===== src/hdl/bcgd_pkg.sv =====
`timescale 1ns / 1ps
`default_nettype none

package bcgd_pkg;

  // Widths fixed by the field definitions.
  localparam int CFG_IDX_W  = 2;
  localparam int CFG_DATA_W = 16;
  localparam int GESTURE_W  = 2;
  localparam int EDGE_CNT_W = 2;

  // Edge spacing counter saturates here; an edge is accepted once it is reached.
  localparam logic [EDGE_CNT_W-1:0] EDGE_SPACED = 2'd2;

  // Register reset values.
  localparam logic                  KEY_DOWN_LEVEL_RST = 1'b0;
  localparam logic [CFG_DATA_W-1:0] LONG_PRESS_RST     = 16'd100;
  localparam logic [CFG_DATA_W-1:0] DOUBLE_CLICK_RST   = 16'd30;

  typedef enum logic [GESTURE_W-1:0] {
    GESTURE_NONE   = 2'd0,
    GESTURE_SINGLE = 2'd1,
    GESTURE_DOUBLE = 2'd2,
    GESTURE_LONG   = 2'd3
  } gesture_t;

  typedef enum logic [CFG_IDX_W-1:0] {
    REG_KEY_DOWN_LEVEL   = 2'd0,
    REG_LONG_PRESS_TICKS = 2'd1,
    REG_DOUBLE_CLICK     = 2'd2
  } cfg_reg_t;

  // One tick's result as it leaves the recognizer.
  typedef struct packed {
    gesture_t gesture;
    logic     key_pressed;
  } bcgd_result_t;

  // Recognizer status, visible to the top level for checking.
  typedef struct packed {
    logic waiting_long;
    logic waiting_double;
    logic timer_zero;
  } bcgd_status_t;

endpackage

`default_nettype wire


===== src/hdl/bcgd_cfg.sv =====
`timescale 1ns / 1ps
`default_nettype none

// Register file. Durations are stored already clamped to the timer range
// (zero becomes one tick, too large becomes the timer maximum).
module bcgd_cfg
  import bcgd_pkg::*;
#(
  parameter int TIMER_BITS = 16
) (
  input  wire logic                  clk,
  input  wire logic                  rst_n,
  input  wire logic                  wr_en,
  input  wire logic [CFG_IDX_W-1:0]  wr_index,
  input  wire logic [CFG_DATA_W-1:0] wr_data,
  output logic                       key_down_level,
  output logic [TIMER_BITS-1:0]      long_dur,
  output logic [TIMER_BITS-1:0]      double_dur
);

  localparam int EXT_W = (TIMER_BITS > CFG_DATA_W) ? TIMER_BITS : CFG_DATA_W;
  localparam logic [EXT_W-1:0] TIMER_MAX = EXT_W'({TIMER_BITS{1'b1}});

  function automatic logic [TIMER_BITS-1:0] clamp_dur(input logic [CFG_DATA_W-1:0] v);
    logic [EXT_W-1:0] ext;
    ext = EXT_W'(v);
    if (ext > TIMER_MAX) begin
      ext = TIMER_MAX;
    end
    if (ext == '0) begin
      ext = EXT_W'(1);
    end
    return TIMER_BITS'(ext);
  endfunction

  logic                  key_down_level_r, key_down_level_nxt;
  logic [TIMER_BITS-1:0] long_dur_r, long_dur_nxt;
  logic [TIMER_BITS-1:0] double_dur_r, double_dur_nxt;

  always_comb begin
    key_down_level_nxt = key_down_level_r;
    long_dur_nxt       = long_dur_r;
    double_dur_nxt     = double_dur_r;
    if (wr_en) begin
      case (cfg_reg_t'(wr_index))
        REG_KEY_DOWN_LEVEL:   key_down_level_nxt = wr_data[0];
        REG_LONG_PRESS_TICKS: long_dur_nxt       = clamp_dur(wr_data);
        REG_DOUBLE_CLICK:     double_dur_nxt     = clamp_dur(wr_data);
        default: ;
      endcase
    end
  end

  always_ff @(posedge clk) begin
    if (!rst_n) begin
      key_down_level_r <= KEY_DOWN_LEVEL_RST;
      long_dur_r       <= clamp_dur(LONG_PRESS_RST);
      double_dur_r     <= clamp_dur(DOUBLE_CLICK_RST);
    end else begin
      key_down_level_r <= key_down_level_nxt;
      long_dur_r       <= long_dur_nxt;
      double_dur_r     <= double_dur_nxt;
    end
  end

  assign key_down_level = key_down_level_r;
  assign long_dur       = long_dur_r;
  assign double_dur     = double_dur_r;

endmodule

`default_nettype wire


===== config.mk =====
export PLATFORM = sky130hd
export DESIGN_NAME = bcgd_cfg
export DESIGN_NICKNAME = d
export VERILOG_FILES = /design/src/hdl/bcgd_pkg.sv /design/src/hdl/bcgd_cfg.sv
export SDC_FILE = /design/constraint.sdc
export NUM_CORES = 1
export LEC_CHECK = 0
export CORE_ASPECT_RATIO = 1.75
export CORE_MARGIN = 8
export CORE_UTILIZATION = 40
export DETAILED_ROUTE_END_ITERATION = 10
export DONT_BUFFER_PORTS = 1
export PLACE_DENSITY = 0.63
export REMOVE_ABC_BUFFERS = 1
export SYNTH_ARGS = -nofsm -noshare
export SYNTH_HDL_FRONTEND = slang
export SYNTH_SLANG_ARGS = --single-unit

===== constraint.sdc =====
create_clock -name clk -period 0.9 [get_ports clk]
set_input_delay 0.09 -clock clk [delete_from_list [all_inputs] [get_ports clk]]
set_output_delay 0.09 -clock clk [all_outputs]
set_load 0.01 [all_outputs]

== Word-level counts from Yosys, hierarchy flattened ==
Cells that the tools add are included.
Operators by class
  magnitude comparators: 1
  equality and inequality tests: 2
  multiplexer cells: 7
  reduce and logical (&&, ||, !) cells: 6
Operators with widths (count)
  $mux 16: 7
  $logic_not 16->1: 2
  $gt 16x16->1 const B: 1
  $reduce_and 2->1: 3
  $eq 2x1->1 const B: 1
  $eq 2x2->1 const B: 1
  $logic_not 2->1: 1
Word-level totals
  register bits: 33
  bits of input ports: 21
  output and inout port bits: 33
  logic and storage cells: 19

== Longest topological paths before layout ==
  depth after elaboration: 6
  depth in mapped cells: 5
  depth with buffers taken out: 3

== Worst setup path after synthesis ==
Ideal clock, no wire load.
  path kind: input to register
  start point: input wr_index[1]
  end point: register double_dur_r[0], in the netlist double_dur[0]
  data arrival time: 0.662 ns
  required time: 0.774 ns
  setup slack: 0.112 ns
  stages: 5
  buffers on the path: 2
  path through: and3b_1 > buf_4 > buf_6 > o21ai_1 > a21oi_1
Between the ends
  word-level cells in the longest chain between the ends: 2
Ends and longest elaborated chain
  start: declaration: RTL line bcgd_cfg.sv:14  | input wire logic [CFG_IDX_W-1:0] wr_index,
  $eq 2x2->1: RTL line bcgd_cfg.sv:45  | case (cfg_reg_t'(wr_index))
  $reduce_and 2->1 (no source line)
  end signal: assignment: RTL line bcgd_cfg.sv:58  | double_dur_r <= clamp_dur(DOUBLE_CLICK_RST);
  end signal: assignment: RTL line bcgd_cfg.sv:62  | double_dur_r <= double_dur_nxt;
  end: declaration: RTL line bcgd_cfg.sv:38  | logic [TIMER_BITS-1:0] double_dur_r, double_dur_nxt;
Every way passes these cells.
A chain may end at the register's enable or synchronous reset.

== Worst setup path after layout ==
  start point: register long_dur_r[0], in the netlist long_dur[0]
  end point: output long_dur[0]
RTL lines
  start: declaration: RTL line bcgd_cfg.sv:37  | logic [TIMER_BITS-1:0] long_dur_r, long_dur_nxt;
  start signal: assignment: RTL line bcgd_cfg.sv:57  | long_dur_r <= clamp_dur(LONG_PRESS_RST);
  start signal: assignment: RTL line bcgd_cfg.sv:61  | long_dur_r <= long_dur_nxt;
  end: declaration: RTL line bcgd_cfg.sv:17  | output logic [TIMER_BITS-1:0] long_dur,
No word-level cell between the ends.

==> reports/qor.csv <==
metric,value,unit
reg2reg_slack,190,ps
hold_violations,33,
cp_data_arrival_time,690,ps
dieArea,5290,µm²
netlist_instances,148,
busiest_layer,met2,
met2_usage,25.6,%
dp_hpwl,2.56,mm
status,finished with violations,
p_sw,0.000663,W
place_congestion,0.756,
post-route-cell-area,1610,µm²
numCtsBuffers,5,
nets,190,
synth_top_area_share,52.2,%
hp-start,rst_n,
hold_depth,1,
cts_hold_buf,14,
rsz0062_at_grt,no,
antenna_cells,0,
post_cts_resized,0,
viasPerCell,5.00,
seq_power_share,49.3,%
fin_crit_sh,86.3,%
setup_slack,124,ps
power_frac_comb,6.9,%
critPathRequiredTime,810,ps
relSlewSlack,79.7,%
setup_viol,0,
io_buffers,0,
grt_pass1_wl,5.80,mm
tightest_slew,302,ps
dp_slack,-56.2,ps
syn_area,1270,µm²
start_util,41.2,%
path_max_fanout,2,
yosys.cell_types.count,18,
fillerInstances,290,
rows,27,
gr-total-overflow,0,
drtAntennaViolNets,0,
synth_seq_cells,33,
fmax,1.29,GHz
dr.pass1.iters,4,
antenna_found_initial,0,
die_w,58.5,µm
cts_sinks,33,
dieHeight,90.4,µm
clockPowerShare,43.8,%
dpl-instance-area,1350,µm²
rr_worst_depth,2,
cts_max_level,2,
routed-via-count,1064,
slew_violations,0,
core,3070,µm²
maxCapViolCount,0,
p_leak,0.609,nW
layout_commonest_cell,nand2_1,
setup_tns,0,ps
synth_largest_area_cell,dfxtp_1,
grtUsageMet3,6.28,%
startpoint_type,flip-flop,
num_io_pins,54,
ys_top_cells_by_area,"dfxtp_1, nand2_1, a21boi_0",
hold_slack,-111,ps
vdd_drop_max,0.00144,V
period_minus_slack,776,ps
switching_share,20.7,%
met1_usage,12.2,%
cts_setup_buffers,0,
clock_tree.root_cell,clkbuf_8,
wl_per_cell,16.4,µm
grt_use_total,14.1,%
clkLatencyLatePin,270,ps
wl,3.50,mm
drc_errors,0,
hold_end,long_dur[6]$_SDFFE_PN1P_,
layout_common_cells,"nand2_1, dfxtp_1, a21boi_0, dlygate4sd3_1, a21boi_1",
area_growth,26.8,%
cp-end-kind,output port,
powerDensity,2000,nW/µm²
syn_area_per_cell,8.56,µm²
cts.path.max_buffers,2,
hp-class,in2reg,
synth-seq-area-share,52.2,%
drive_gt1_share,9.41,%
yosysWarnings,0,
grt_max_degree,34,
clkTransAtPathRegs,60,ps
worstReg2RegStart,double_dur[5]$_SDFFE_PN0P_,
cts_tree,built,
grt_pass1_vias,1152,
fin_util,52.2,%
p_int,0.00255,W
violations,negative hold slack,
path_class,reg2out,
r2r-end,double_dur[5]$_SDFFE_PN0P_,
finClkSkew,0,ps
drtIter0Drc,22,
-- logic make-up (layout without fill, tap and decap cells) --
kind of cell    count (synthesis)  after routing  synth area share [%]
buf+inv                         9             31                  5.04
simple gates                   77             77                  26.1
compound gates                 28             28                  15.9
flops                          33             33                  52.2
mux                             1              1                 0.791
-- cell type report --
| type | count | area, µm² | share of cell area [%] |
|---|---|---|---|
| clock inverters | 1 | 30.0 | 1.87 |
| multi-input cells | 106 | 542 | 33.7 |
| clock buffers | 7 | 86.3 | 5.38 |
| repair buffers | 23 | 233 | 14.5 |
| well taps | 43 | 53.8 | 3.35 |
| flip-flops and latches | 33 | 661 | 41.2 |
-- synth_stat cells --
library cell   n
nand2_1       60
dfxtp_1       33
a21boi_0      14
a21boi_1       9
nand3_1        7
buf_4          4
clkbuf_1       3
nor4_1         3
a21oi_1        2
and3b_1        2
buf_6          2
nand3b_1       2
o21ai_1        2
a41oi_1        1
mux2i_1        1
nor2b_1        1
nor3_1         1
nor3b_1        1
-- flip-flops by register name, indices dropped and copies added (netlist names) --
| name | cells |
|---|---|
| double_dur | 16 |
| long_dur | 16 |
| key_down_level | 1 |
-- worst max-delay path by stage --
stage,startpoint,to,slack [ps],cells after the start
after global routing,double_dur[7]$_SDFFE_PN0P_,double_dur[7]$_SDFFE_PN0P_,80,2
after detailed placement,wr_data[10],long_dur[0]$_SDFFE_PN0P_,-60,4
after floorplan,wr_index[1],long_dur[12]$_SDFFE_PN0P_,70,3
final,long_dur[0]$_SDFFE_PN0P_,long_dur[0],120,0
after CTS,long_dur[0]$_SDFFE_PN0P_,long_dur[0],110,0
after global placement,wr_data[10],long_dur[0]$_SDFFE_PN0P_,-20,4
-- layer usage --
metal,up-vias,routed length [µm]
met5,-,0
met4,0,55
met3,6,329
met2,42,1990
met1,487,1130
li1,529,-
-- metrics by stage --
stage,cells,power [W]
6_report,213,0.00321
3_3_place_gp,191,0.00177
5_1_grt,213,0.00336
4_1_cts,213,0.00326
2_1_floorplan,139,0.00171
3_5_place_dp,191,0.00178
-- power by group through the flow --
stage / clock (W) / sequential (W) / combinational (W)
floorplan: 0 / 0.00160 / 0.000106
global placement: 0 / 0.00162 / 0.000158
detailed placement: 0 / 0.00162 / 0.000165
CTS: 0.00145 / 0.00159 / 0.000224
global route: 0.00152 / 0.00159 / 0.000247
finish: 0.00141 / 0.00158 / 0.000221
Note: power is estimated with default switching activity, not from simulation.
