**config.mk**
```make
export PLATFORM = sky130hd
export DESIGN_NAME = bcgd_core
export DESIGN_NICKNAME = d
export VERILOG_FILES = /design/src/hdl/bcgd_pkg.sv /design/src/hdl/bcgd_core.sv
export SDC_FILE = /design/constraint.sdc
export NUM_CORES = 1
export LEC_CHECK = 0
export BUFFER_PORTS_ARGS = -buffer_cell sky130_fd_sc_hd__buf_2
export CAP_MARGIN = 20
export CORE_MARGIN = 2
export CORE_UTILIZATION = 45
export CTS_BUF_LIST = sky130_fd_sc_hd__clkbuf_4 sky130_fd_sc_hd__clkbuf_8
export CTS_CLUSTER_SIZE = 24
export DETAILED_ROUTE_END_ITERATION = 6
export PLACE_DENSITY = 0.71
export SLEW_MARGIN = 20
export SYNTH_ARGS = -nofsm -noshare
export SYNTH_HDL_FRONTEND = slang
export SYNTH_SLANG_ARGS = --single-unit
```
**constraint.sdc**
```tcl
create_clock -name clk -period 3.1 [get_ports clk]
set_clock_uncertainty 0.05 [all_clocks]
set_input_delay 0.31 -clock clk [delete_from_list [all_inputs] [get_ports clk]]
set_output_delay 0.31 -clock clk [all_outputs]
set_load 0.02 [all_outputs]
```
**src/hdl/bcgd_pkg.sv**
```systemverilog
`timescale 1ns / 1ps
`default_nettype none

package bcgd_pkg;

  // Widths fixed by the field definitions.
  localparam int CFG_IDX_W  = 2;
  localparam int CFG_DATA_W = 16;
  localparam int GESTURE_W  = 2;
  localparam int EDGE_CNT_W = 2;

  // Edge spacing counter saturates here; an edge is accepted once it is reached.
  localparam logic [EDGE_CNT_W-1:0] EDGE_SPACED = 2'd2;

  // Register reset values.
  localparam logic                  KEY_DOWN_LEVEL_RST = 1'b0;
  localparam logic [CFG_DATA_W-1:0] LONG_PRESS_RST     = 16'd100;
  localparam logic [CFG_DATA_W-1:0] DOUBLE_CLICK_RST   = 16'd30;

  typedef enum logic [GESTURE_W-1:0] {
    GESTURE_NONE   = 2'd0,
    GESTURE_SINGLE = 2'd1,
    GESTURE_DOUBLE = 2'd2,
    GESTURE_LONG   = 2'd3
  } gesture_t;

  typedef enum logic [CFG_IDX_W-1:0] {
    REG_KEY_DOWN_LEVEL   = 2'd0,
    REG_LONG_PRESS_TICKS = 2'd1,
    REG_DOUBLE_CLICK     = 2'd2
  } cfg_reg_t;

  // One tick's result as it leaves the recognizer.
  typedef struct packed {
    gesture_t gesture;
    logic     key_pressed;
  } bcgd_result_t;

  // Recognizer status, visible to the top level for checking.
  typedef struct packed {
    logic waiting_long;
    logic waiting_double;
    logic timer_zero;
  } bcgd_status_t;

endpackage

`default_nettype wire

```
**src/hdl/bcgd_core.sv**
```systemverilog
`timescale 1ns / 1ps
`default_nettype none

// Debounce and gesture recognizer. State advances on each accepted item;
// the result for that item is produced combinationally alongside.
module bcgd_core
  import bcgd_pkg::*;
#(
  parameter int TIMER_BITS = 16
) (
  input  wire logic                  clk,
  input  wire logic                  rst_n,
  input  wire logic                  step,
  input  wire logic                  key_level,
  input  wire logic                  key_down_level,
  input  wire logic [TIMER_BITS-1:0] long_dur,
  input  wire logic [TIMER_BITS-1:0] double_dur,
  output bcgd_result_t               result,
  output bcgd_status_t               status
);

  logic                  pressed_r, pressed_nxt;
  logic                  loaded_r, loaded_nxt;
  logic [EDGE_CNT_W-1:0] edge_cnt_r, edge_cnt_nxt;
  logic                  wait_long_r, wait_long_nxt;
  logic                  wait_double_r, wait_double_nxt;
  logic [TIMER_BITS-1:0] timer_r, timer_nxt;

  logic                  level_down;
  logic [EDGE_CNT_W-1:0] edge_cnt_inc;
  logic [TIMER_BITS-1:0] timer_dec;
  gesture_t              gesture;

  assign level_down   = (key_level == key_down_level);
  assign edge_cnt_inc = (edge_cnt_r < EDGE_SPACED) ? edge_cnt_r + 1'b1 : edge_cnt_r;
  assign timer_dec    = (timer_r != '0) ? timer_r - 1'b1 : timer_r;

  always_comb begin
    pressed_nxt     = pressed_r;
    loaded_nxt      = loaded_r;
    edge_cnt_nxt    = edge_cnt_r;
    wait_long_nxt   = wait_long_r;
    wait_double_nxt = wait_double_r;
    timer_nxt       = timer_r;
    gesture         = GESTURE_NONE;

    if (!loaded_r) begin
      loaded_nxt  = 1'b1;
      pressed_nxt = level_down;
    end else if ((level_down != pressed_r) && (edge_cnt_inc == EDGE_SPACED)) begin
      // Accepted edge: drives the recognizer, timer does not count this tick.
      pressed_nxt  = level_down;
      edge_cnt_nxt = '0;
      if (level_down) begin
        if (wait_double_r) begin
          wait_double_nxt = 1'b0;
          wait_long_nxt   = 1'b0;
          timer_nxt       = '0;
          gesture         = GESTURE_DOUBLE;
        end else begin
          wait_long_nxt = 1'b1;
          timer_nxt     = long_dur;
        end
      end else if (wait_long_r) begin
        wait_long_nxt   = 1'b0;
        wait_double_nxt = 1'b1;
        timer_nxt       = double_dur;
      end else if (wait_double_r) begin
        timer_nxt = double_dur;
      end
    end else begin
      // Steady level or a glitch edge: status follows, timer keeps running.
      if (level_down != pressed_r) begin
        pressed_nxt  = level_down;
        edge_cnt_nxt = '0;
      end else begin
        edge_cnt_nxt = edge_cnt_inc;
      end
      if (wait_long_r || wait_double_r) begin
        timer_nxt = timer_dec;
        if (timer_dec == '0) begin
          gesture         = wait_double_r ? GESTURE_SINGLE : GESTURE_LONG;
          wait_long_nxt   = 1'b0;
          wait_double_nxt = 1'b0;
        end
      end
    end
  end

  always_ff @(posedge clk) begin
    if (!rst_n) begin
      pressed_r     <= 1'b0;
      loaded_r      <= 1'b0;
      edge_cnt_r    <= EDGE_SPACED;
      wait_long_r   <= 1'b0;
      wait_double_r <= 1'b0;
      timer_r       <= '0;
    end else if (step) begin
      pressed_r     <= pressed_nxt;
      loaded_r      <= loaded_nxt;
      edge_cnt_r    <= edge_cnt_nxt;
      wait_long_r   <= wait_long_nxt;
      wait_double_r <= wait_double_nxt;
      timer_r       <= timer_nxt;
    end
  end

  assign result.gesture     = gesture;
  assign result.key_pressed = pressed_nxt;

  assign status.waiting_long   = wait_long_r;
  assign status.waiting_double = wait_double_r;
  assign status.timer_zero     = (timer_r == '0);

endmodule

`default_nettype wire

```
# After elaboration in Yosys (flattened, before gate mapping)
# Cells that the tools add are included.
[totals]
regBits = 22
input_bits = 37
output_inout_bits = 6
[classes]
addsub = 2
n_lt_le_gt_ge = 1
eq_ne = 5
muxes = 28
reduce_logical = 11
[op_table]
columns = ["operator", "n"]
rows = [
  ["16-bit 2-to-1 mux", 7],
  ["16-bit zero test", 2],
  ["2-bit 2-to-1 mux", 10],
  ["16-bit nonzero test", 1],
  ["16-bit by 1-bit subtractor with 16-bit output (second input constant)", 1],
  ["1-bit 2-to-1 mux", 11],
  ["4-bit AND reduction", 2],
  ["5-bit AND reduction", 1],
  ["4-bit != test (second input constant)", 1],
  ["2-bit nonzero test", 2],
  ["3-bit != test (second input constant)", 1],
  ["2-bit by 1-bit adder with 2-bit output (second input constant)", 1],
  ["2-bit equality test (second input constant)", 1],
  ["2-bit < comparator (second input constant)", 1],
  ["2-bit AND reduction", 1],
  ["1-bit equality test", 1],
  ["1-bit logical AND", 1],
  ["1-bit logical OR", 1],
  ["1-bit != test", 1],
]

# Depth between registers and ports, before layout
[depth]
ltp_word = 7
mapped_depth = 9

# Worst setup path before layout
# Ideal clock, no wire load.
[synth_path]
kind = "reg-to-output"
start = "register timer_r[0]"
end = "output result[1] (netlist name)"
arrival_ps = 2594
setup_slack_ps = 146
stages_incl_launch_ff = 9
n_path_buf = 1
path_cell_list = "dfxtp_1 > inv_1 > ha_1 > or3b_1 > clkbuf_1 > nor4_1 > mux2i_1 > nand4_2 > nor4_1"
[synth_lines]
columns = ["item", "line", "source"]
rows = [
  ["from (decl)", "bcgd_core.sv:27", "logic [TIMER_BITS-1:0] timer_r, timer_nxt;"],
  ["from (signal assigned)", "bcgd_core.sv:104", "timer_r <= timer_nxt;"],
  ["to (decl)", "bcgd_core.sv:18", "output bcgd_result_t result,"],
]

==> flow_metrics.py <==
metrics = {
    "status": {
        "status": "finished, violations left",
        "violations": "negative setup slack",
    },
    "timing": {
        "slew_violations": 0,
        "max_freq_ghz": 0.320,
        "hold_viol_final": 0,
        "tightest_slew_ns": 0.668,
        "period_share": 1.01,
        "max_slew_margin": 0.555,
        "fin_crit_ns": 3.12,
        "fin_ws_ns": -0.0203,
        "setup_viol": 1,
        "whs_ns": 0.266,
    },
    "logic_synthesis": {
        "synth_cell_types": 53,
        "syn_inst": 261,
        "avgSynthCellArea_um2": 7.24,
        "mappedNetlistArea_mm2": 0.00189,
        "ys_top_cells_by_count": "a21oi_1 (30), dfxtp_1 (22), nor2_1 (22), clkbuf_1 (18), nand2_1 (17)",
        "synth_edf_count": 0,
        "yosysTopAreaCell": "dfxtp_1",
        "syn-num-nets": 300,
        "yosysTopAreaCellShare": 0.233,
        "yosysMostFrequentCell": "a21oi_1",
        "synth_seq_area_share": 0.233,
        "synth.area.top_cells": "dfxtp_1 (23%), a21oi_1 (7.9%), nor3b_1 (6.0%)",
        "ys_seq_elements": 22,
        "synthArstFlopShare": 0,
        "ys_warn_count": 0,
        "synthFlopType": "dfxtp_1",
    },
    "final_layout": {
        "syn_to_final_growth_pct": 19.5,
        "antennaDiodeCount": 0,
        "fill_cells": 407,
        "seqCellArea_um2": 442,
        "multi_input_area_mm2": 0.00135,
        "final_util": 0.561,
        "finalNetCount": 338,
        "drive_gt1_frac": 0.252,
        "layout.cells.non_filler": 348,
    },
    "critical_path": {
        "rr_worst_depth": 9,
        "worst_ep_arrival_time_ns": 2.76,
        "critPathKind": "reg2out",
        "crit_path_start_kind": "register",
        "r2r_slack_ns": 0.40,
        "required_ns": 2.74,
        "endpoint_kind": "output pin",
        "crit_fanout": 7,
    },
    "job": {
        "max_cap_violations": 0,
    },
    "clock_network": {
        "cts_tree": "yes",
        "cts_max_path_buffers": 2,
        "cts_sinks": 22,
        "htree_levels": 1,
        "cts_hold_buf": 0,
        "root_buffer": "clkbuf_8",
        "path_clk_slew_ns": 0.08,
        "insertion_delay_ns": 0.27,
        "numCtsBuffers": 3,
    },
    "routing": {
        "ant_nets": 0,
        "vias": 2178,
        "drt_pass1_iterations": 5,
        "drt_iter0_drc": 231,
        "routed_via_density": 6.26,
        "drc_errors": 0,
        "wl_per_cell_um": 16.3,
        "wirelength_um": 5670,
    },
    "power_and_ir_drop": {
        "ir_drop_mv": 0.385,
        "p_seq_frac": 0.242,
        "p_clk_frac": 0.145,
        "p_per_area_mw_per_mm2": 654,
        "internal-power_mw": 0.794,
        "p_leak_nw": 0.938,
        "pwr-share-comb": 0.614,
        "p_sw_frac": 0.463,
        "p_sw_mw": 0.684,
        "total_power_mw": 1.48,
    },
    "floorplan": {
        "fp-row-count": 23,
        "dieHeight_um": 68.8,
        "initial_core_util": 0.469,
        "core-area_mm2": 0.00403,
        "fp.dieW_um": 68.8,
        "ios": 43,
        "die_area_mm2": 0.00474,
    },
    "placement": {
        "place_hpwl_um": 4070,
        "gp_congestion": 1.02,
        "dp_cells": 339,
        "dp_slack_ns": 0.249,
        "port_buffers": 42,
    },
    "worst_hold_path": {
        "min_path_type": "in2reg",
        "min_path_cells": 2,
    },
    "grt": {
        "grt_usage": 0.260,
        "antenna_found_initial": 0,
        "grt_max_degree": 33,
        "grt.overflow.total": 0,
        "grt_pass1_vias": 1903,
        "grt_pass1_wl_um": 9160,
    },
}
## final timing paths
kind                                            startpoint                          to
worst min register to register  edge_cnt_r[1]$_SDFFE_PN1P_  edge_cnt_r[1]$_SDFFE_PN1P_
worst max-delay path               timer_r[0]$_SDFFE_PN0P_                   result[1]
worst max register to register     timer_r[0]$_SDFFE_PN0P_  wait_double_r$_SDFFE_PN0P_
worst min-delay path                                  step       loaded_r$_SDFFE_PN0P_
## routing by layer
| metal | GRT usage | vias up | routed length [um] |
|---|---|---|---|
| li1 | - | 1055 | - |
| met1 | 0.366 | 993 | 2440 |
| met2 | 0.409 | 120 | 2610 |
| met3 | 0.0438 | 10 | 530 |
| met4 | 0.0711 | 0 | 93 |
| met5 | 0 | - | 0 |
## state kept, by name, summed over array words and instances (netlist names)
name and flops:
wait_double_r 1, pressed_r 1, edge_cnt_r 2, timer_r 16, wait_long_r 1, loaded_r 1
## per-stage QoR
stage | TNS (ns) | area, um^2
final | -0.0203 | 2260
after global routing | -0.105 | 2260
after CTS | 0 | 2220
after detailed placement | 0 | 2130
after global placement | 0 | 2130
after floorplan | 0 | 1890
## power by group through the flow
stage               logic (mW)  registers, mW  clock network, mW
floorplan                0.625          0.343                  0
global placement         0.815          0.359                  0
detailed placement       0.811          0.360                  0
CTS                      0.844          0.354              0.219
global route             0.984          0.361              0.234
finish                   0.907          0.357              0.214
## cell usage in the layout, fill, tap and decap left out, types with 5 or more instances in the layout
cell	n
nor2b_1	5
nand2_1	17
o21a_1	5
nor3_1	10
nand3_1	7
buf_4	14
buf_2	42
a211oi_1	8
inv_1	9
nor2_1	22
nor4_1	5
a21oi_1	30
nor3b_1	14
dfxtp_1	21
o21ai_0	16
## layout make-up
cell class	count	share of cell area
clock buffer	4	0.0244
sequential	22	0.196
multi-input combinational	207	0.598
inverter	9	0.0150
tap	50	0.0277
timing repair buffer	56	0.140
## cell families after synthesis
kind of cell	synth area share
XOR/XNOR	0.0258
flip-flops	0.233
AO/OA/AOI/OAI	0.316
AND/OR/NAND/NOR	0.323
buffers and inverters	0.0735
multiplexers	0.0159
adder cells (fa/ha/maj)	0.0132
## critical path, stage by stage, from the launching register on
cell	delay (ns)
dfxtp_2	0.36
inv_1	0.08
ha_1	0.20
or3b_1	0.42
nor4_2	0.30
mux2i_1	0.32
nand4_2	0.18
nor4_1	0.40
buf_2	0.24
## what timing repair did
item,in CTS,in global routing
cloned,0,0
endpoints found under the setup margin,1,2
pin swaps,1,4
setup buffers,2,3
gates resized for setup,3,4
(Power assumes the default switching activity.)
